<file path="src/rtl/tmm_pkg.sv">
package tmm_pkg;

	// fixed axis count: roll, pitch, yaw, throttle, forward, lateral
	localparam int AXES      = 6;
	localparam int AXIS_W    = 3;
	localparam int MOTOR_W   = 3;
	localparam int ACTIVE_W  = 4;
	localparam int DATA_W    = 16;
	localparam int SET_W     = 15;

	// datapath widths
	localparam int PROD_W    = 2 * DATA_W;
	localparam int PAIR_W    = PROD_W + 1;
	localparam int SUM_W     = PROD_W + 3;
	localparam int SHIFT     = 14;
	localparam int VAL_W     = SUM_W - SHIFT;
	localparam int NEG_W     = VAL_W + 1;
	localparam int DZ_W      = NEG_W + 1;

	localparam logic [ACTIVE_W-1:0] ACTIVE_RESET = 4'd6;

	typedef enum logic [1:0] {
		CMD_LOAD_COEF = 2'd0,
		CMD_LOAD_SET  = 2'd1,
		CMD_COMPUTE   = 2'd2
	} cmd_t;

	typedef enum logic [2:0] {
		SEL_REVERSE = 3'd0,
		SEL_DZ_POS  = 3'd1,
		SEL_DZ_NEG  = 3'd2,
		SEL_LIM_POS = 3'd3,
		SEL_LIM_NEG = 3'd4
	} sel_t;

	// per-motor control that rides along the pipeline
	typedef struct packed {
		logic [MOTOR_W-1:0] motor_index;
		logic               last;
		logic               rev;
		logic [SET_W-1:0]   dzp;
		logic [SET_W-1:0]   dzn;
		logic [SET_W-1:0]   limp;
		logic [SET_W-1:0]   limn;
	} tag_t;

endpackage

</file>
<file path="src/rtl/tmm_lane.sv">
// One axis lane: coefficient times demand, registered.
module tmm_lane (
	input  logic clk,
	input  logic adv,
	input  logic signed [tmm_pkg::DATA_W-1:0] coef,
	input  logic signed [tmm_pkg::DATA_W-1:0] demand,
	output logic signed [tmm_pkg::PROD_W-1:0] prod
);

	always_ff @(posedge clk) begin
		if (adv) begin
			prod <= tmm_pkg::PROD_W'(coef) * tmm_pkg::PROD_W'(demand);
		end
	end

endmodule

</file>
<file path="config.mk">
export PLATFORM = sky130hd
export DESIGN_NAME = tmm_lane
export DESIGN_NICKNAME = d
export VERILOG_FILES = /design/src/rtl/tmm_pkg.sv /design/src/rtl/tmm_lane.sv
export SDC_FILE = /design/constraint.sdc
export NUM_CORES = 1
export LEC_CHECK = 0
export BUFFER_PORTS_ARGS = -buffer_cell sky130_fd_sc_hd__buf_2
export CELL_PAD_IN_SITES_DETAIL_PLACEMENT = 1
export CELL_PAD_IN_SITES_GLOBAL_PLACEMENT = 1
export CORE_AREA = 2 2 159 161
export CTS_BUF_LIST = sky130_fd_sc_hd__clkbuf_16
export DETAILED_ROUTE_END_ITERATION = 8
export DIE_AREA = 0 0 161 163
export PLACE_DENSITY_LB_ADDON = 0.1
export SYNTH_ARGS = -nofsm -noshare
export SYNTH_HDL_FRONTEND = slang
export SYNTH_SLANG_ARGS = --single-unit
</file>
<file path="constraint.sdc">
create_clock -name clk -period 18.2 [get_ports clk]
set_clock_uncertainty 0.1 [all_clocks]
set_input_delay 3.64 -clock clk [delete_from_list [all_inputs] [get_ports clk]]
set_output_delay 3.64 -clock clk [all_outputs]
set_load 0.005 [all_outputs]
</file>
-- Word level (Yosys, flattened, before mapping)
Index checks and enable logic that the tools add are counted.
- memories: 0
- word-level logic and storage cells: 2
- RAM bits: 0
- register bits: 32
- output and inout port bits: 32
- memory bits (read-only): 0
- bits in latches: 0
- equality and inequality tests: 0
- div/mod/pow operators: 0
- multipliers: 1
- reductions and logical operators: 0
- bitwise gates (word level): 0
- add/sub/neg operators: 0
- order comparisons: 0
- shift-type cells: 0
- muxes and demuxes: 0
- operator list (kind ; number):
    16-bit by 16-bit multiplier with 32-bit output ; 1

-- Depth between registers and ports, before layout
- word-level depth: 1
- gate-level depth with buffers: 23
- depth with buffers taken out: 21

-- Worst setup path before layout
Ideal clock, no wire load.
- path type: in2reg
- from: in coef[15] in the netlist's numbering
- to: reg prod[29] in the netlist's numbering (data pin)
- path buffers: 1
- required time: 17.841 ns
- arrival: 9.013 ns
- stages: 20
- path slack: 8.828 ns
- cells stage by stage: clkbuf_1 nand2_1 inv_1 fa_1 fa_1 fa_1 fa_1 fa_1 inv_1 fa_1 inv_1 ha_1 a21oi_1 nor2_1 o21a_1 or4_1 o2111ai_1 nand2b_1 a21oi_1 xnor2_1
- longest elaborated chain between the ends: 1
- ends and longest elaborated chain (element ; RTL line ; text):
    from (decl) ; tmm_lane.sv:5 ; input logic signed [tmm_pkg::DATA_W-1:0] coef,
    16-bit by 16-bit multiplier with 32-bit output ; tmm_lane.sv:12 ; prod <= tmm_pkg::PROD_W'(coef) * tmm_pkg::PROD_W'(demand);
    to (signal assigned) ; tmm_lane.sv:12 ;
    to (decl) ; tmm_lane.sv:7 ; output logic signed [tmm_pkg::PROD_W-1:0] prod
Every way passes these cells.
A chain may end at the register's enable or synchronous reset.

-- Final worst setup path
- from: in demand[1] in the netlist's numbering
- to: reg prod[31] in the netlist's numbering (data pin)
- longest elaborated chain between the ends: 1
- ends and longest elaborated chain (element ; RTL line ; text):
    from (decl) ; tmm_lane.sv:6 ; input logic signed [tmm_pkg::DATA_W-1:0] demand,
    16-bit by 16-bit multiplier with 32-bit output ; tmm_lane.sv:12 ;
Every way passes these cells.

==> impl_metrics.ini <==
[run_status]
outcome = finished clean

[synth]
synth_edf_count = 32
synth_async_sr_flop_share_pct = 0
syn-cell-area_sq_um = 10900
postSynthAreaPerCell_sq_um = 9.65
synthMostInstantiatedCell = inv_1
synth.top_cells.by_count = inv_1 (292), fa_1 (262), nand2_1 (132), and2_1 (123), ha_1 (82)
seq_area_frac_synth_pct = 8.83
synth_warnings = 0
yosys-top-cells-area = fa_1 (48%), inv_1 (10%), ha_1 (9.4%)
synthCells = 1127
synth_ff_type = edfxtp_1
synth_area_leader_cell = fa_1
synth.distinct_cells = 49
synth.ff_latch_count = 32
mappedNetlistNets = 1505
synth_top_area_share_pct = 48.2

[finish]
post_route_cells_drive_above_1_share_pct = 7.04
final_util_pct = 47.1
layout_top_registers = prod (32)
area_growth_pct = 6.74
antenna_cells = 0
top_register = prod
largest_reg_flops = 32
fillers = 2892
layout.area.seq_sq_um = 961
multi_input_comb_area_sq_um = 8670
layout.nets = 1541

[worst_setup_path]
cp-end-kind = register
start_kind = input pin
timing_worst_setup_path_type = input pin to register
critPathArrivalTime_ps = 9480
crit_chain = buf_2 > nand2_1 > inv_1 > fa_1 > fa_1 > fa_1 > fa_1 > fa_1 > inv_1 > fa_1 > inv_1 > ha_1 > and3_1 > and2_2 > nand3_1 > o31ai_1 > o2111ai_1 > o21ai_0 > xnor2_1
cp_num_buf_inv = 4
worst-path-max-fanout = 16
cp_slowest_cell = fa_1
cp.required_ps = 18130
cpLargestDelayFamily = adder cells
timing.critical_path.mode_cell = fa_1
cp_slowest_stage_delay_ps = 840

[cts]
postCtsSetupBuffers = 0
cts_sinks = 32
cts_hold_repair.buffers = 0
path_clk_slew_ps = 50
cts_made_buffers = 5
clock_tree.buffer_depth = 2
level_count_of_the_clock_h_tree = 2
cts_tree = built
cts.root.buffer_cell = clkbuf_16
ctsResizeCount = 0

[floorplan]
rows = 58
core_area_sq_um = 24700
floorplan.initialDensity_pct = 44.1
die_width_um = 161
io_pins = 66
dieArea_sq_um = 26200
vert_die_dim_um = 163

[timing]
worst_slew_pin_slew_ps = 730
setup_repair_after_global_routing_missed_its_margin = no
finalSetupViolations = 0
final_min_period_over_clock_period_pct = 52.5
slew_headroom_pct = 51.3
final-max-slew-violation-count = 0
post-route-worst-setup-slack_ps = 8640
setup_total_negative_slack_ps = 0
timing.final.crit_period_ps = 9560
hold_viol = 0
maxClockFrequency_mhz = 105

[placement]
finalWeightedCongestion = 0.796
dp_hpwl_um = 22600
place_worst_setup_slack_ps = 8280
portBuffers = 65

[min_path]
hold_sp = adv
hold-path-endpoint = prod[30]
cell_depth_of_the_worst_hold_path = 1
worstHoldPathType = input pin to register

[global_routing]
globalRoute.totalOverflow = 0
grt_use_total_pct = 21.7
grt_first_pass_wirelength_um = 44000
pin_count_of_the_biggest_net_entering_global_routing = 33
antenna_violations_before_repair = 0
grt_pass1_vias = 8408

[detailed_routing]
drt_iter0_markers = 249
post_detailed_route_count_of_antenna_violating_nets = 0
vias = 7429
drt_drc_violations_left = 0
finalWirelength_um = 26700
vias_per_cell = 4.97
wl_per_cell_um = 17.8
detailedRoute.firstPassIterationCount = 4

[flow_run]
max-cap-violations = 0
cell type report:
class | count | share of cell area, %
Multi-Input combinational cell | 767 | 74.7
Inverter | 292 | 9.44
Sequential cell | 32 | 8.28
Tap cell | 330 | 3.56
Timing Repair Buffer | 65 | 2.80
Clock buffer | 5 | 1.08
Clock inverter | 3 | 0.162
worst max path at each step:
stage | from | endpoint | slack (ps) | cells after the start
2_1_floorplan | coef[15] | prod[29] | 8830 | 20
3_3_place_gp | demand[1] | prod[31] | 8470 | 19
3_5_place_dp | demand[1] | prod[31] | 8280 | 19
4_1_cts | demand[1] | prod[31] | 8590 | 19
5_1_grt | demand[1] | prod[31] | 8260 | 19
6_report | demand[1] | prod[31] | 8640 | 19
cell usage in the layout (no fill, tap or decap), types with 3 or more instances in the layout:
cell type  instances
nor3_1             4
a21o_1             6
inv_1            292
xor2_1             4
xnor2_1           31
ha_1              82
o31ai_1            3
o21a_1             4
and2_1           123
nor2_1            25
clkbuf_16          5
nand2_1          132
fa_1             262
edfxtp_1          32
o21ai_0           12
a21oi_1           26
buf_2             65
o211ai_1           6
nand2b_1           4
o21bai_1           4
nand3_1            8
metrics by stage:
| stage | area, sq um | hold WS (ps) | instances |
|---|---|---|---|
| 6_report | 11600 | 3860 | 1494 |
| 4_1_cts | 11600 | 3870 | 1494 |
| 3_5_place_dp | 11500 | 3930 | 1486 |
| 5_1_grt | 11600 | 3870 | 1494 |
| 2_1_floorplan | 10900 | 3650 | 1127 |
| 3_3_place_gp | 11500 | 3930 | 1486 |
cells by family (layout without fill, tap and decap cells):
family,after synthesis,in the layout,synth area share (%)
AOI/OAI and AO/OA,77,77,4.91
xor gates and xnor gates,35,35,2.82
adders and majority gates,344,344,57.6
buffers and inverters,328,365,11.4
DFF,32,32,8.83
and+or+nand+nor,311,311,14.3
per-layer routing:
layer	wire [um]	up-vias	part of all wire [%]	track usage [%]
met5	0	-	0	0
met4	611	0	2.3	4.75
met3	439	28	1.6	1.66
met2	15200	90	57	42.4
met1	10400	3923	39	26.1
li1	-	3388	-	-
Power is left out: the tool's default activity adds up to more than one toggle a clock period on the data nets, which glitch-free logic cannot reach.
