==> src/rtl/tmm_pkg.sv <==
package tmm_pkg;

	// fixed axis count: roll, pitch, yaw, throttle, forward, lateral
	localparam int AXES      = 6;
	localparam int AXIS_W    = 3;
	localparam int MOTOR_W   = 3;
	localparam int ACTIVE_W  = 4;
	localparam int DATA_W    = 16;
	localparam int SET_W     = 15;

	// datapath widths
	localparam int PROD_W    = 2 * DATA_W;
	localparam int PAIR_W    = PROD_W + 1;
	localparam int SUM_W     = PROD_W + 3;
	localparam int SHIFT     = 14;
	localparam int VAL_W     = SUM_W - SHIFT;
	localparam int NEG_W     = VAL_W + 1;
	localparam int DZ_W      = NEG_W + 1;

	localparam logic [ACTIVE_W-1:0] ACTIVE_RESET = 4'd6;

	typedef enum logic [1:0] {
		CMD_LOAD_COEF = 2'd0,
		CMD_LOAD_SET  = 2'd1,
		CMD_COMPUTE   = 2'd2
	} cmd_t;

	typedef enum logic [2:0] {
		SEL_REVERSE = 3'd0,
		SEL_DZ_POS  = 3'd1,
		SEL_DZ_NEG  = 3'd2,
		SEL_LIM_POS = 3'd3,
		SEL_LIM_NEG = 3'd4
	} sel_t;

	// per-motor control that rides along the pipeline
	typedef struct packed {
		logic [MOTOR_W-1:0] motor_index;
		logic               last;
		logic               rev;
		logic [SET_W-1:0]   dzp;
		logic [SET_W-1:0]   dzn;
		logic [SET_W-1:0]   limp;
		logic [SET_W-1:0]   limn;
	} tag_t;

endpackage

==> src/rtl/tmm_merge.sv <==
// Merges the lane products: adder tree, shift, reversal, deadzone and clamp.
module tmm_merge (
	input  logic clk,
	input  logic arst_n,
	input  logic out_ready,
	input  logic valid_s2,
	input  tmm_pkg::tag_t tag_s2,
	input  logic signed [tmm_pkg::PROD_W-1:0] prod_s2 [tmm_pkg::AXES],
	output logic adv,
	output logic out_valid,
	output logic [tmm_pkg::MOTOR_W-1:0] out_motor_index,
	output logic signed [tmm_pkg::DATA_W-1:0] out_drive,
	output logic out_last
);

	localparam int PAIRS = tmm_pkg::AXES / 2;

	logic valid_s3, valid_s4, valid_s5, out_valid_q;
	tmm_pkg::tag_t tag_s3, tag_s4, tag_s5;
	logic signed [tmm_pkg::PAIR_W-1:0] pair_s3 [PAIRS];
	logic signed [tmm_pkg::SUM_W-1:0]  sum;
	logic signed [tmm_pkg::VAL_W-1:0]  val_s4;
	logic signed [tmm_pkg::NEG_W-1:0]  neg_s5;
	logic                              zero_s5;
	logic signed [tmm_pkg::DZ_W-1:0]   w, lo, hi, res;
	logic [tmm_pkg::MOTOR_W-1:0]       motor_q;
	logic                              last_q;
	logic signed [tmm_pkg::DATA_W-1:0] drive_q;

	// whole pipeline moves unless the output item is stalled
	assign adv = !out_valid_q || out_ready;

	// valid chain
	always_ff @(posedge clk or negedge arst_n) begin
		if (!arst_n) begin
			valid_s3    <= 1'b0;
			valid_s4    <= 1'b0;
			valid_s5    <= 1'b0;
			out_valid_q <= 1'b0;
		end else if (adv) begin
			valid_s3    <= valid_s2;
			valid_s4    <= valid_s3;
			valid_s5    <= valid_s4;
			out_valid_q <= valid_s5;
		end
	end

	// final sum of the pair sums
	always_comb begin
		sum = '0;
		for (int i = 0; i < PAIRS; i++) begin
			sum = sum + tmm_pkg::SUM_W'(pair_s3[i]);
		end
	end

	// deadzone away from zero, then clamp to [-limn, limp]
	always_comb begin
		if (neg_s5 < 0) begin
			w = tmm_pkg::DZ_W'(neg_s5)
				- signed'({{(tmm_pkg::DZ_W - tmm_pkg::SET_W){1'b0}}, tag_s5.dzn});
		end else begin
			w = tmm_pkg::DZ_W'(neg_s5)
				+ signed'({{(tmm_pkg::DZ_W - tmm_pkg::SET_W){1'b0}}, tag_s5.dzp});
		end
		lo = -signed'({{(tmm_pkg::DZ_W - tmm_pkg::SET_W){1'b0}}, tag_s5.limn});
		hi = signed'({{(tmm_pkg::DZ_W - tmm_pkg::SET_W){1'b0}}, tag_s5.limp});
		if (zero_s5) begin
			res = '0;
		end else if (w < lo) begin
			res = lo;
		end else if (w > hi) begin
			res = hi;
		end else begin
			res = w;
		end
	end

	// datapath stages
	always_ff @(posedge clk) begin
		if (adv) begin
			for (int i = 0; i < PAIRS; i++) begin
				pair_s3[i] <= tmm_pkg::PAIR_W'(prod_s2[2*i])
					+ tmm_pkg::PAIR_W'(prod_s2[2*i+1]);
			end
			tag_s3  <= tag_s2;
			// arithmetic shift floors toward minus infinity
			val_s4  <= tmm_pkg::VAL_W'(sum >>> tmm_pkg::SHIFT);
			tag_s4  <= tag_s3;
			zero_s5 <= (val_s4 == '0);
			neg_s5  <= tag_s4.rev ? -tmm_pkg::NEG_W'(val_s4) : tmm_pkg::NEG_W'(val_s4);
			tag_s5  <= tag_s4;
			motor_q <= tag_s5.motor_index;
			last_q  <= tag_s5.last;
			drive_q <= tmm_pkg::DATA_W'(res);
		end
	end

	assign out_valid       = out_valid_q;
	assign out_motor_index = motor_q;
	assign out_drive       = drive_q;
	assign out_last        = last_q;

endmodule

==> config.mk <==
export PLATFORM = sky130hd
export DESIGN_NAME = tmm_merge
export DESIGN_NICKNAME = d
export VERILOG_FILES = /design/src/rtl/tmm_pkg.sv /design/src/rtl/tmm_merge.sv
export SDC_FILE = /design/constraint.sdc
export NUM_CORES = 1
export LEC_CHECK = 0
export ABC_CLOCK_PERIOD_IN_PS = 14600
export BUFFER_PORTS_ARGS = -buffer_cell sky130_fd_sc_hd__buf_4
export CAP_MARGIN = 20
export CORE_ASPECT_RATIO = 1.75
export CORE_MARGIN = 2
export CORE_UTILIZATION = 35
export DETAILED_ROUTE_END_ITERATION = 16
export PLACE_DENSITY = 0.62
export SYNTH_ARGS = -nofsm -noshare
export SYNTH_HDL_FRONTEND = slang
export SYNTH_SLANG_ARGS = --single-unit
==> constraint.sdc <==
create_clock -name clk -period 14.6 [get_ports clk]
set_clock_uncertainty 0.05 [all_clocks]
set_input_delay 1.46 -clock clk [delete_from_list [all_inputs] [get_ports clk]]
set_output_delay 1.46 -clock clk [all_outputs]
set_load 0.1 [all_outputs]
### Yosys cells after proc, flatten, opt, wreduce, memory -nomap -nowiden

Memory sizes are Yosys's and may differ from the RTL's.
Cells that the tools add are included.

| storage, ports and cells | value |
|---|---|
| RAM bits | 99 |
| memories | 1 |
| input bits | 261 |
| word-level logic and storage cells | 52 |
| register bits | 262 |
| output and inout port bits | 22 |

Memory list:

| name | words | width | rd ports | clocked after Yosys merged registers in | write ports | RTL line | RTL |
|---|---|---|---|---|---|---|---|
| pair_s3 | 3 | 33 | 3 | 0 | 3 | tmm_merge.sv:20 | `logic signed [tmm_pkg::PAIR_W-1:0] pair_s3 [PAIRS];` |

| cells by class | value |
|---|---|
| $add $sub $neg | 9 |
| reductions and logical operators | 3 |
| order comparisons | 3 |
| mux-type cells | 6 |

Operators by type and width:

| cell | number |
|---|---|
| $add 32x32->33 | 3 |
| $add 34x33->35 | 1 |
| $add 33x33->34 | 1 |
| $mux 16 | 2 |
| $add 22x16->23 | 1 |
| $gt 23x16->1 | 1 |
| $lt 23x23->1 | 1 |
| $mux 23 | 1 |
| $neg 15->23 | 1 |
| $sub 22x16->23 | 1 |
| $lt 22x1->1 const B | 1 |
| $mux 22 | 1 |
| $neg 21->22 | 1 |
| $logic_not 21->1 | 1 |
| $mux 1 | 2 |
| $logic_not 1->1 | 1 |
| $logic_or 1x1->1 | 1 |

### Logic depth before layout (Yosys ltp)

Gate-level depths: netlist (run 1).

| logic depth | value |
|---|---|
| word-level depth | 5 |
| depth in mapped cells | 30 |
| mapped depth without buffers | 28 |

### Worst setup path after synthesis (run 1)

No wires, ideal clock.

| timing | value |
|---|---|
| path type | input to output |
| start point | in out_ready |
| end point | out adv |
| path buffers | 0 |
| arrival | 10.766 ns |
| stages | 1 |
| setup slack | 2.324 ns |
| cells stage by stage | nand2b_1 |

| between the ends | value |
|---|---|
| cells in the longest elaborated chain, start to end | 1 |

Ends and longest elaborated chain:

| element | RTL line | RTL |
|---|---|---|
| from (decl) | tmm_merge.sv:5 | `input logic out_ready,` |
| $logic_or 1x1->1 | tmm_merge.sv:31 | `assign adv = !out_valid_q \|\| out_ready;` |
| to (decl) | tmm_merge.sv:9 | `output logic adv,` |

Every way passes these cells.

### Worst setup path after layout (run 1)

| timing | value |
|---|---|
| start point | reg tag_s5[49] (netlist bit) |
| end point | reg drive_q, in the netlist out_drive[4] (data pin) |

| between the ends | value |
|---|---|
| cells in the longest elaborated chain, start to end | 5 |
| elaborated cells between the ends (all ways) | 6 |

Ends and longest elaborated chain:

| element | RTL line | RTL |
|---|---|---|
| from (decl) | tmm_merge.sv:19 | `tmm_pkg::tag_t tag_s3, tag_s4, tag_s5;` |
| from (signal assigned) | tmm_merge.sv:91 | `tag_s5 <= tag_s4;` |
| $add 22x16->23 (*) | tmm_merge.sv:63 | `+ signed'({{(tmm_pkg::DZ_W - tmm_pkg::SET_W){1'b0}}, tag_s5.dzp});` |
| $mux 23 (*) | tmm_merge.sv:58 | `if (neg_s5 < 0) begin` |
| $gt 23x16->1 | tmm_merge.sv:71 | `end else if (w > hi) begin` |
| $mux 16 | tmm_merge.sv:71 |  |
| $mux 16 (*) | tmm_merge.sv:69 | `end else if (w < lo) begin` |
| to (signal assigned) | tmm_merge.sv:94 | `drive_q <= tmm_pkg::DATA_W'(res);` |
| to (decl) | tmm_merge.sv:28 | `logic signed [tmm_pkg::DATA_W-1:0] drive_q;` |

Every way passes the cells marked *; elsewhere a longest branch is shown, timed or not.
A chain may end at the register's enable or synchronous reset.

==> impl_metrics.csv, run 1 <==
group,metric,value,unit
timing,worst_pin_slew,0.974,ns
grt,grt_pass1_wl,73.9,mm
placed_design,hpwl,38.4,mm
floorplanning,start_util,35.4,%
synth,synth_flop_cell,"edfxtp_1",
grt,grt-ovfl-total,0,
worst_setup_path,crit_type,"flip-flop to flip-flop",
layout,stdcell_count,2729,
min_path,min_path_type,"flip-flop to flip-flop",
routing,final_antenna_net_count,0,
synth,async_reset_ff_share,1.11,%
routing,drt_wl_total,47.8,mm
clock_tree,cts_max_level,2,
clock_tree,clk_pin_slew,0.07,ns
floorplanning,dieArea,60000,µm²
timing,finalCritPeriodShare,44.2,%
timing,setup_viol,0,
synth,yosysWarnings,0,
floorplanning,die_x,186,µm
clock_tree,hold_buffers,0,
placed_design,place_ws,8.12,ns
grt,grt_antenna_before_repair,4,
worst_setup_path,crit_required,14.79,ns
floorplanning,die_y,323,µm
timing,fmax,155,MHz
synth,yosysTopAreaCellShare,52.8,%
timing,grt_setup_unrepaired,"no",
clock_tree,ctsResizeCount,0,
layout,drive_gt1_share,19.7,%
clock_tree,cts_setup_buffers,0,
layout,areaGrowthSynthToFinish,21.0,%
worst_setup_path,end_kind,"flip-flop",
synth,synth_cell_types,86,
pwr,p_per_area,224,nW/µm²
grt,grt_use_total,16.0,%
timing,setup_tns,0,ns
routing,vias_per_cell,4.96,
clock_tree,cts_tree,"built",
timing,period_needed,6.46,ns
routing,firstDrtPassIters,4,
worst_setup_path,cp_max_fo,15,
synth,syn_area_per_cell,12.6,µm²
routing,drc,0,
layout,nets,2412,
grt,grt_max_degree,82,
grt,grt_pass1_vias,14300,
layout,layout_common_cells,"edfxtp_1 (357), buf_4 (288), ha_1 (182), a21oi_1 (115), xnor2_1 (113)",
synth,ys_seq_elements,361,
run,cap_violations,0,
layout,fill_cells,5326,
routing,wl_per_cell,17.5,µm
floorplanning,num_rows,116,
worst_setup_path,critPathMaxStageDelay,0.57,ns
placed_design,place_inst,2662,
status,status,"complete, no violations",
worst_setup_path,path_common_cell,"or4_1",
layout,layout_commonest_cell,"edfxtp_1",
pwr,leakage,0.0100,µW
placed_design,portBuffers,282,
worst_setup_path,cpMaxStageDelayCell,"or4_1",
synth,syn_inst,1618,
placed_design,place_congestion,0.912,
clock_tree,cts.sinks,361,
synth,synth.largest_area_cell,"edfxtp_1",
clock_tree,cts_root_buf,"clkbuf_16",
pwr,ir_drop,0.000132,V
timing,slew_violations,0,
worst_setup_path,cp.arrival,6.65,ns
synth,syn_nets,2097,
timing,hold_viol,0,
synth,netlist_area,20300,µm²
synth,synth_edf_count,357,
clock_tree,insertion_delay,0.54,ns
worst_setup_path,critPathLaunchType,"flip-flop",
timing,worst_slack,8.14,ns
timing,slew_headroom,35.0,%
clock_tree,clk_path_buf_depth,3,
routing,vias,13500,
routing,drt_iter0_markers,708,
worst_setup_path,cp_cell_sequence,"or4_1 > or4_1 > nor3_1 > xor2_1 > nor2_1 > a21oi_1 > ha_1 > or4_1 > o21ai_2 > a211oi_1 > o211a_2 > ha_1 > a211oi_1 > o21ai_0 > nor3_1 > nor2_1 > maj3_1 > a21o_1 > a221oi_2 > nor3b_1 > o41ai_2 > or2_1 > o22ai_1",
clock_tree,cts_buffers,36,
synth,netlist_top_cells_area,"edfxtp_1 (53%), ha_1 (11%), xnor2_1 (4.9%)",
synth,synth_seq_area_share,53.3,%
floorplanning,io_pins,283,
floorplanning,core,57300,µm²
-- layer usage --
metal | track usage, % | part of all wire [%] | wire length, µm
met1 | 16.4 | 37 | 17600
met2 | 31.2 | 55 | 26200
met3 | 2.62 | 4.4 | 2110
met4 | 6.67 | 3.9 | 1870
met5 | 0 | 0.059 | 28
-- where the power goes --
group / total (µW) / switching [µW] / internal, µW / leakage [µW]
logic: 2730 / 1610 / 1120 / 0.00581
registers: 1830 / 187 / 1640 / 0.00364
clock network: 951 / 393 / 557 / 0.000589
total: 5510 / 2190 / 3310 / 0.0100
-- worst max-delay path, delay by kind of cell, from the launching register on --
kind	cells	cell delay, ns
AOI/OAI and AO/OA	10	1.88
adders and majority gates	3	0.95
xor gates and xnor gates	1	0.09
and+or+nand+nor	9	2.78
DFF	1	0.43
-- cells in the mapped netlist (all sizes together), types with 7 or more instances --
library cell / instances
a21oi: 115
and3: 9
ha: 182
nor2: 105
mux2i: 16
nor4: 11
fa: 36
or2: 10
or4: 8
nand3: 26
nand4: 11
a21o: 55
edfxtp: 357
a31oi: 11
o21a: 19
o21ai: 70
nor2b: 36
o21bai: 15
a21boi: 9
inv: 84
xor2: 43
o211ai: 10
nand2b: 21
or3: 10
xnor2: 113
o31ai: 7
o22ai: 18
a211oi: 8
nand2: 78
nor3: 31
-- worst paths after layout --
kind / slack, ns / start / cells after the start / to
worst max register to register: 8.14 / tag_s5[49] / 23 / out_drive[4]
worst max-delay path: 8.14 / tag_s5[49] / 23 / out_drive[4]
worst min-delay path: 0.36 / tag_s4[16] / 0 / hi[1]
worst min register to register: 0.36 / tag_s4[16] / 0 / hi[1]
max in group asynchronous: 13.74 / arst_n / 1 / valid_s5
min in group asynchronous: 0.66 / arst_n / 1 / valid_s3
-- sequential cells by signal, summed over array words and instances (netlist names) --
register,flops
hi,15
neg_s5,22
out_drive,16
out_last,1
out_motor_index,3
out_valid,1
pair_s3,99
tag_s3,65
tag_s4,65
tag_s5,49
val_s4,21
valid_s3,1
valid_s4,1
valid_s5,1
zero_s5,1
-- logic make-up after synthesis --
group                    after synthesis  share of synthesized area (%)
buffers and inverters                 95                           1.94
multiplexers                          22                           1.12
AO/OA/AOI/OAI                        384                           12.5
flip-flops                           361                           53.3
AND/OR/NAND/NOR                      380                           9.58
adder cells (fa/ha/maj)              220                           14.9
XOR/XNOR                             156                           6.73
-- metrics by stage --
stage / total power, µW / hold WS, ns / utilization (%) / instance area, µm²
after floorplan: 4020 / 0.350 / - / 20300
after global placement: 4540 / 0.354 / 40.7 / 23400
after detailed placement: 4600 / 0.355 / 40.7 / 23400
after CTS: 5590 / 0.362 / 42.9 / 24600
after global routing: 5980 / 0.372 / 42.9 / 24600
final: 5510 / 0.361 / 42.9 / 24600
-- final cells by class --
type | instances | area, µm² | area share [%]
diodes | 2 | 5.00 | 0.0204
clock buffers | 42 | 945 | 3.84
clock inverters | 23 | 267 | 1.08
inverters | 84 | 315 | 1.28
multi-input cells | 1162 | 9100 | 37.0
flip-flops and latches | 361 | 10800 | 44.0
well taps | 767 | 960 | 3.90
repair buffers | 288 | 2160 | 8.80
Note: power is estimated with default switching activity, not from simulation.
==> inputs of run 2 (changes only) <==
--- a/config.mk
+++ b/config.mk
@@ -5,14 +5,14 @@
 export SDC_FILE = /design/constraint.sdc
 export NUM_CORES = 1
 export LEC_CHECK = 0
-export ABC_CLOCK_PERIOD_IN_PS = 14600
+export ABC_CLOCK_PERIOD_IN_PS = 5830
 export BUFFER_PORTS_ARGS = -buffer_cell sky130_fd_sc_hd__buf_4
 export CAP_MARGIN = 20
 export CORE_ASPECT_RATIO = 1.75
 export CORE_MARGIN = 2
 export CORE_UTILIZATION = 35
 export DETAILED_ROUTE_END_ITERATION = 16
-export PLACE_DENSITY = 0.62
+export PLACE_DENSITY = 0.64
 export SYNTH_ARGS = -nofsm -noshare
 export SYNTH_HDL_FRONTEND = slang
 export SYNTH_SLANG_ARGS = --single-unit
==> constraint.sdc (replaced) <==
create_clock -name clk -period 5.83 [get_ports clk]
set_clock_uncertainty 0.05 [all_clocks]
set_input_delay 0.583 -clock clk [delete_from_list [all_inputs] [get_ports clk]]
set_output_delay 0.583 -clock clk [all_outputs]
set_load 0.1 [all_outputs]
==> run 2 against run 1 <==
  * Clock-buffer cell count grew 1
  * Sequential share of layout area shrank 1.7 points
  * Sequential power grew to 2.5 times the previous value
  * Final area grew 4.1%
  * Combinational power grew to 3.1 times the previous value
  * Total power grew to 2.8 times the previous value
  * Highest routed layer unchanged
==> impl_metrics.csv, run 2 (synthesis results as in run 1) <==
group,metric,value,unit
status,status,"complete, no violations",
grt,grt_pass1_wl,77.5,mm
placed_design,place_area,23800,µm²
timing,grt_setup_unrepaired,"yes",
clock_tree,cts_buffers,37,
grt,grt_antenna_before_repair,6,
placed_design,portBuffers,282,
grt,grt_max_degree,188,
layout,drive_gt1_share,25.3,%
layout,nets,2490,
floorplanning,num_rows,116,
timing,hold_viol,0,
placed_design,place_congestion,0.886,
timing,whs,0.164,ns
floorplanning,io_pins,283,
floorplanning,dieArea,60000,µm²
timing,fmax,173,MHz
routing,drt_iter0_markers,772,
clock_tree,cts_tree,"built",
worst_setup_path,path_buf_inv,3,
layout,top_register,"pair_s3",
clock_tree,cts.sinks,361,
timing,slew_headroom,33.8,%
run,cap_violations,0,
routing,vias_per_cell,4.99,
worst_setup_path,cpMaxStageDelayCell,"or4_4",
pwr,finalPower,15300,µW
grt,use_met2,32.5,%
timing,setup_viol,0,
worst_setup_path,cp_max_fo,7,
clock_tree,insertion_delay,0.55,ns
routing,vias,14000,
floorplanning,die_y,323,µm
layout,fin_area,25600,µm²
floorplanning,start_util,35.4,%
grt,grt_pass1_vias,14900,
layout,layout_commonest_cell,"edfxtp_1",
worst_setup_path,cp.arrival,6.01,ns
clock_tree,clk_pin_slew,0.07,ns
placed_design,hpwl,39.7,mm
clock_tree,cts_max_level,2,
routing,final_antenna_net_count,0,
timing,worst_pin_slew,0.993,ns
pwr,p_per_area,600,nW/µm²
grt,grt_use_total,16.9,%
worst_setup_path,crit_type,"flip-flop to flip-flop",
grt,grt-ovfl-total,0,
layout,n_antenna_cell,0,
routing,drt_wl_total,50.8,mm
worst_setup_path,critPathMaxStageDelay,0.58,ns
clock_tree,cts_root_buf,"clkbuf_16",
clock_tree,clk_path_buf_depth,3,
grt,gr-usage-met3,2.95,%
worst_setup_path,end_kind,"flip-flop",
layout,reg.largest.list,"pair_s3 (99), tag_s3 (65), tag_s4 (65)",
timing,period_needed,5.79,ns
routing,wl_per_cell,18.1,µm
timing,setup_tns,0,ns
layout,layout_common_cells,"edfxtp_1 (357), buf_4 (352), ha_1 (178), a21oi_1 (110), xnor2_1 (110)",
routing,drc,0,
worst_setup_path,cpLargestDelayFamily,"compound AO/OA/AOI/OAI gates",
timing,slew_violations,0,
worst_setup_path,critPathLaunchType,"flip-flop",
pwr,leakage,0.0105,µW
layout,areaGrowthSynthToFinish,26.0,%
grt,grt_busiest_layer,"met2",
floorplanning,die_x,186,µm
layout,largest_reg_flops,99,
grt,use_met1,17.3,%
timing,finalCritPeriodShare,99.2,%
routing,firstDrtPassIters,4,
pwr,ir_drop,0.000383,V
min_path,min_path_type,"input port to flip-flop",
floorplanning,core,57300,µm²
worst_setup_path,crit_required,6.05,ns
[run 2: timing repair]
action | CTS | global route
setup endpoints to repair | 16 | 16
cloned | 1 | 1
hold buffers | 1 | 0
pin swaps | 37 | 37
buffers inserted | 23 | 3
endpoints found under the hold margin | 4 | 0
gates resized for setup | 37 | 44
[run 2: routing by layer]
metal	up-vias	part of all wire [%]
met1	6625	37
li1	6869	-
met4	12	4.6
met5	-	0.15
met2	377	54
met3	112	4.5
[run 2: per-stage QoR]
| stage | util (%) | instances | setup slack [ns] |
|---|---|---|---|
| 2_1_floorplan | - | 1618 | 0.0617 |
| 3_3_place_gp | 41.5 | 2713 | -0.129 |
| 3_5_place_dp | 41.5 | 2713 | -0.299 |
| 4_1_cts | 44.2 | 2804 | -0.0741 |
| 5_1_grt | 44.6 | 2806 | -0.238 |
| 6_report | 44.6 | 2806 | 0.0447 |
[run 2: power breakdown]
part / internal (µW) / switching (µW) / total [µW] / leakage [µW]
clock: 1240 / 1020 / 2260 / 0.000554
combinational: 3860 / 4620 / 8480 / 0.00631
sequential: 4110 / 499 / 4600 / 0.00364
total: 9200 / 6140 / 15300 / 0.0105
[run 2: path summary, 6_finish.rpt]
path                                 start            end  slack (ns)  depth (start not counted)
worst max-delay path            tag_s5[47]  out_drive[14]        0.04                         26
worst min-delay path            tag_s2[51]     tag_s3[51]        0.16                          1
worst max register to register  tag_s5[47]  out_drive[14]        0.04                         26
worst min register to register   tag_s4[4]      tag_s5[4]        0.37                          0
max in group asynchronous           arst_n      out_valid        5.31                          2
min in group asynchronous           arst_n       valid_s5        0.32                          2
[run 2: final cells by class]
type,instances,area [µm²]
clock buffer,43,991
clock inverter,24,164
timing repair buffer,365,2850
multi-input combinational,1162,9490
fill,5186,31700
sequential,361,10800
tap,767,960
inverter,84,315
==> inputs of run 3 (changes only) <==
--- a/config.mk
+++ b/config.mk
@@ -8,11 +8,13 @@
 export ABC_CLOCK_PERIOD_IN_PS = 5830
 export BUFFER_PORTS_ARGS = -buffer_cell sky130_fd_sc_hd__buf_4
 export CAP_MARGIN = 20
+export CELL_PAD_IN_SITES_DETAIL_PLACEMENT = 0
+export CELL_PAD_IN_SITES_GLOBAL_PLACEMENT = 2
 export CORE_ASPECT_RATIO = 1.75
 export CORE_MARGIN = 2
 export CORE_UTILIZATION = 35
 export DETAILED_ROUTE_END_ITERATION = 16
-export PLACE_DENSITY = 0.64
+export PLACE_DENSITY = 0.84
 export SYNTH_ARGS = -nofsm -noshare
 export SYNTH_HDL_FRONTEND = slang
 export SYNTH_SLANG_ARGS = --single-unit
==> run 3 against run 2 <==
  * Register-to-register slack got worse by 0.03 ns
  * Critical path depth decreased by 1
  * Global-route usage decreased by 0.87 points
  * Routed wire length decreased by 5.0%
  * Clock power about the same
  * Clock-buffer cell count unchanged
  * First-iteration DRC count decreased by 20%
  * Die area unchanged
  * Final area decreased by 1.5%
  * Worst hold slack got worse by 0.020 ns
  * Final cell count decreased by 0.96%
  * Non-clock buffer count decreased by 24
==> impl_metrics.csv, run 3 (synthesis results as in run 1) <==
group,metric,value,unit
timing,slew_violations,0,
routing,drt_wl_total,48.2,mm
worst_setup_path,cp_max_fo,5,
run,cap_violations,0,
layout,areaGrowthSynthToFinish,24.1,%
floorplanning,core,57300,µm²
timing,worst_pin_slew,0.769,ns
min_path,worstHoldEndpoint,"tag_s3[38]",
floorplanning,die_x,186,µm
worst_setup_path,cp.arrival,6.18,ns
floorplanning,io_pins,283,
grt,grt_antenna_before_repair,7,
worst_setup_path,end_kind,"flip-flop",
timing,worst_slack,0.0111,ns
status,status,"complete, no violations",
floorplanning,die_y,323,µm
routing,drc,0,
timing,setup_viol,0,
clock_tree,cts_buffers,36,
timing,hold_viol,0,
layout,layout_common_cells,"edfxtp_1 (357), buf_4 (334), ha_1 (178), xnor2_1 (113), a21oi_1 (110)",
routing,wl_per_cell,17.4,µm
worst_setup_path,r2r_cells,25,
pwr,p_per_area,575,nW/µm²
clock_tree,insertion_delay,0.56,ns
grt,grt_pass1_vias,14400,
worst_setup_path,crit_required,6.19,ns
clock_tree,cts_max_level,2,
placed_design,hpwl,38.2,mm
grt,grt_max_degree,118,
worst_setup_path,r2r-start,"tag_s5[49]",
timing,fmax,172,MHz
placed_design,place_ws,-0.313,ns
floorplanning,start_util,35.4,%
min_path,min_path_type,"input port to flip-flop",
placed_design,place_area,23700,µm²
timing,grt_setup_unrepaired,"yes",
layout,multi_input_area,9340,µm²
pwr,ir_drop,0.000302,V
floorplanning,num_rows,116,
grt,grt_use_total,16.0,%
routing,vias,13600,
layout,n_antenna_cell,0,
layout,top_register,"pair_s3",
layout,reg.largest.list,"pair_s3 (99), tag_s3 (65), tag_s4 (65)",
worst_setup_path,crit_type,"flip-flop to flip-flop",
min_path,whs_path_depth,1,
routing,drt_iter0_markers,619,
layout,largest_reg_flops,99,
placed_design,portBuffers,282,
layout,fill_cells,5273,
clock_tree,clk_path_buf_depth,3,
worst_setup_path,r2r-end,"out_drive[15]",
clock_tree,cts_tree,"built",
placed_design,place_congestion,0.844,
clock_tree,cts_root_buf,"clkbuf_16",
timing,finalCritPeriodShare,99.8,%
timing,period_needed,5.82,ns
min_path,min_from,"tag_s2[38]",
grt,grt_pass1_wl,74.3,mm
layout,seqCellArea,10800,µm²
routing,vias_per_cell,4.90,
clock_tree,cts.sinks,361,
pwr,leakage,0.0103,µW
worst_setup_path,r2r_slack,0.01,ns
layout,fin_area,25200,µm²
timing,slew_headroom,47.4,%
layout,layout_commonest_cell,"edfxtp_1",
layout,nets,2465,
layout,drive_gt1_share,23.6,%
clock_tree,clk_pin_slew,0.07,ns
floorplanning,dieArea,60000,µm²
grt,grt-ovfl-total,0,
routing,final_antenna_net_count,0,
routing,firstDrtPassIters,5,
worst_setup_path,critPathLaunchType,"flip-flop",
[run 3: cell count changes in the layout (fill, tap and decap cells not counted), moves of 4 or more]
| cell | change |
|---|---|
| o22ai_1 | +4 |
| clkinv_1 | -4 |
| clkbuf_16 | -4 |
| buf_4 | -18 |
| buf_6 | -5 |
[run 3: worst max path at each step]
stage	startpoint	end	slack, ns	cells past startpoint
floorplan	tag_s5[49]	out_drive[10]	0.06	25
global placement	tag_s5[49]	out_drive[9]	-0.02	24
detailed placement	tag_s5[49]	out_drive[14]	-0.31	26
CTS	tag_s5[49]	out_drive[15]	-0.06	26
global route	tag_s5[49]	out_drive[15]	-0.30	25
finish	tag_s5[49]	out_drive[15]	0.01	25
[run 3: layout make-up]
type,instances,area share (%)
Clock buffer,43,3.68
Clock inverter,21,0.854
Inverter,84,1.25
Multi-Input combinational cell,1162,37.1
Sequential cell,361,42.9
Tap cell,767,3.81
Timing Repair Buffer,341,10.4
[run 3: power by group]
group | total (µW) | internal [µW] | switching [µW]
Sequential | 4580 | 4100 | 481
Combinational | 7690 | 3370 | 4320
Clock | 2230 | 1210 | 1010
[run 3: stage by stage]
step	total power, µW	std cells	util (%)	TNS (ns)	hold slack [ns]
3_3_place_gp	11800	2704	41.4	-0.306	0.328
6_report	14500	2779	44.0	0	0.144
4_1_cts	14600	2778	43.8	-0.190	0.100
3_5_place_dp	11900	2704	41.4	-3.66	0.331
2_1_floorplan	9850	1618	-	0	0.237
5_1_grt	15700	2779	44.0	-4.36	0.109
[run 3: layer usage]
layer  GRT usage (%)  vias up  part of all wire (%)
met3            3.61       90                   5.5
met5               0        -                  0.19
li1                -     6814                     -
met4            5.69       14                   3.1
met2            31.2      319                    54
met1            16.3     6380                    37
[run 3: worst max-delay path, stage by stage, from the launching register on]
cell and delay, ns:
edfxtp_1 0.39, or4_4 0.55, or4_4 0.47, buf_6 0.14
xnor2_1 0.11, nor2_1 0.10, a21oi_1 0.05, ha_1 0.30
o21a_1 0.12, nor2_1 0.04, a31o_2 0.26, a211o_1 0.29
o211a_2 0.17, ha_4 0.25, a211oi_2 0.19, o21ai_1 0.12
nor3_1 0.19, nor2_1 0.08, maj3_2 0.31, a21o_1 0.17
a221oi_2 0.26, nor3b_2 0.09, o41ai_2 0.39, buf_4 0.20
mux2_4 0.30, nor2_2 0.11
[run 3: repair_timing]
action,in CTS,in global routing
buffers inserted,9,1
pin swaps,24,12
resized for setup,34,17
hold buffers,1,0
hold endpoints to repair,4,0
setup endpoints to repair,16,16
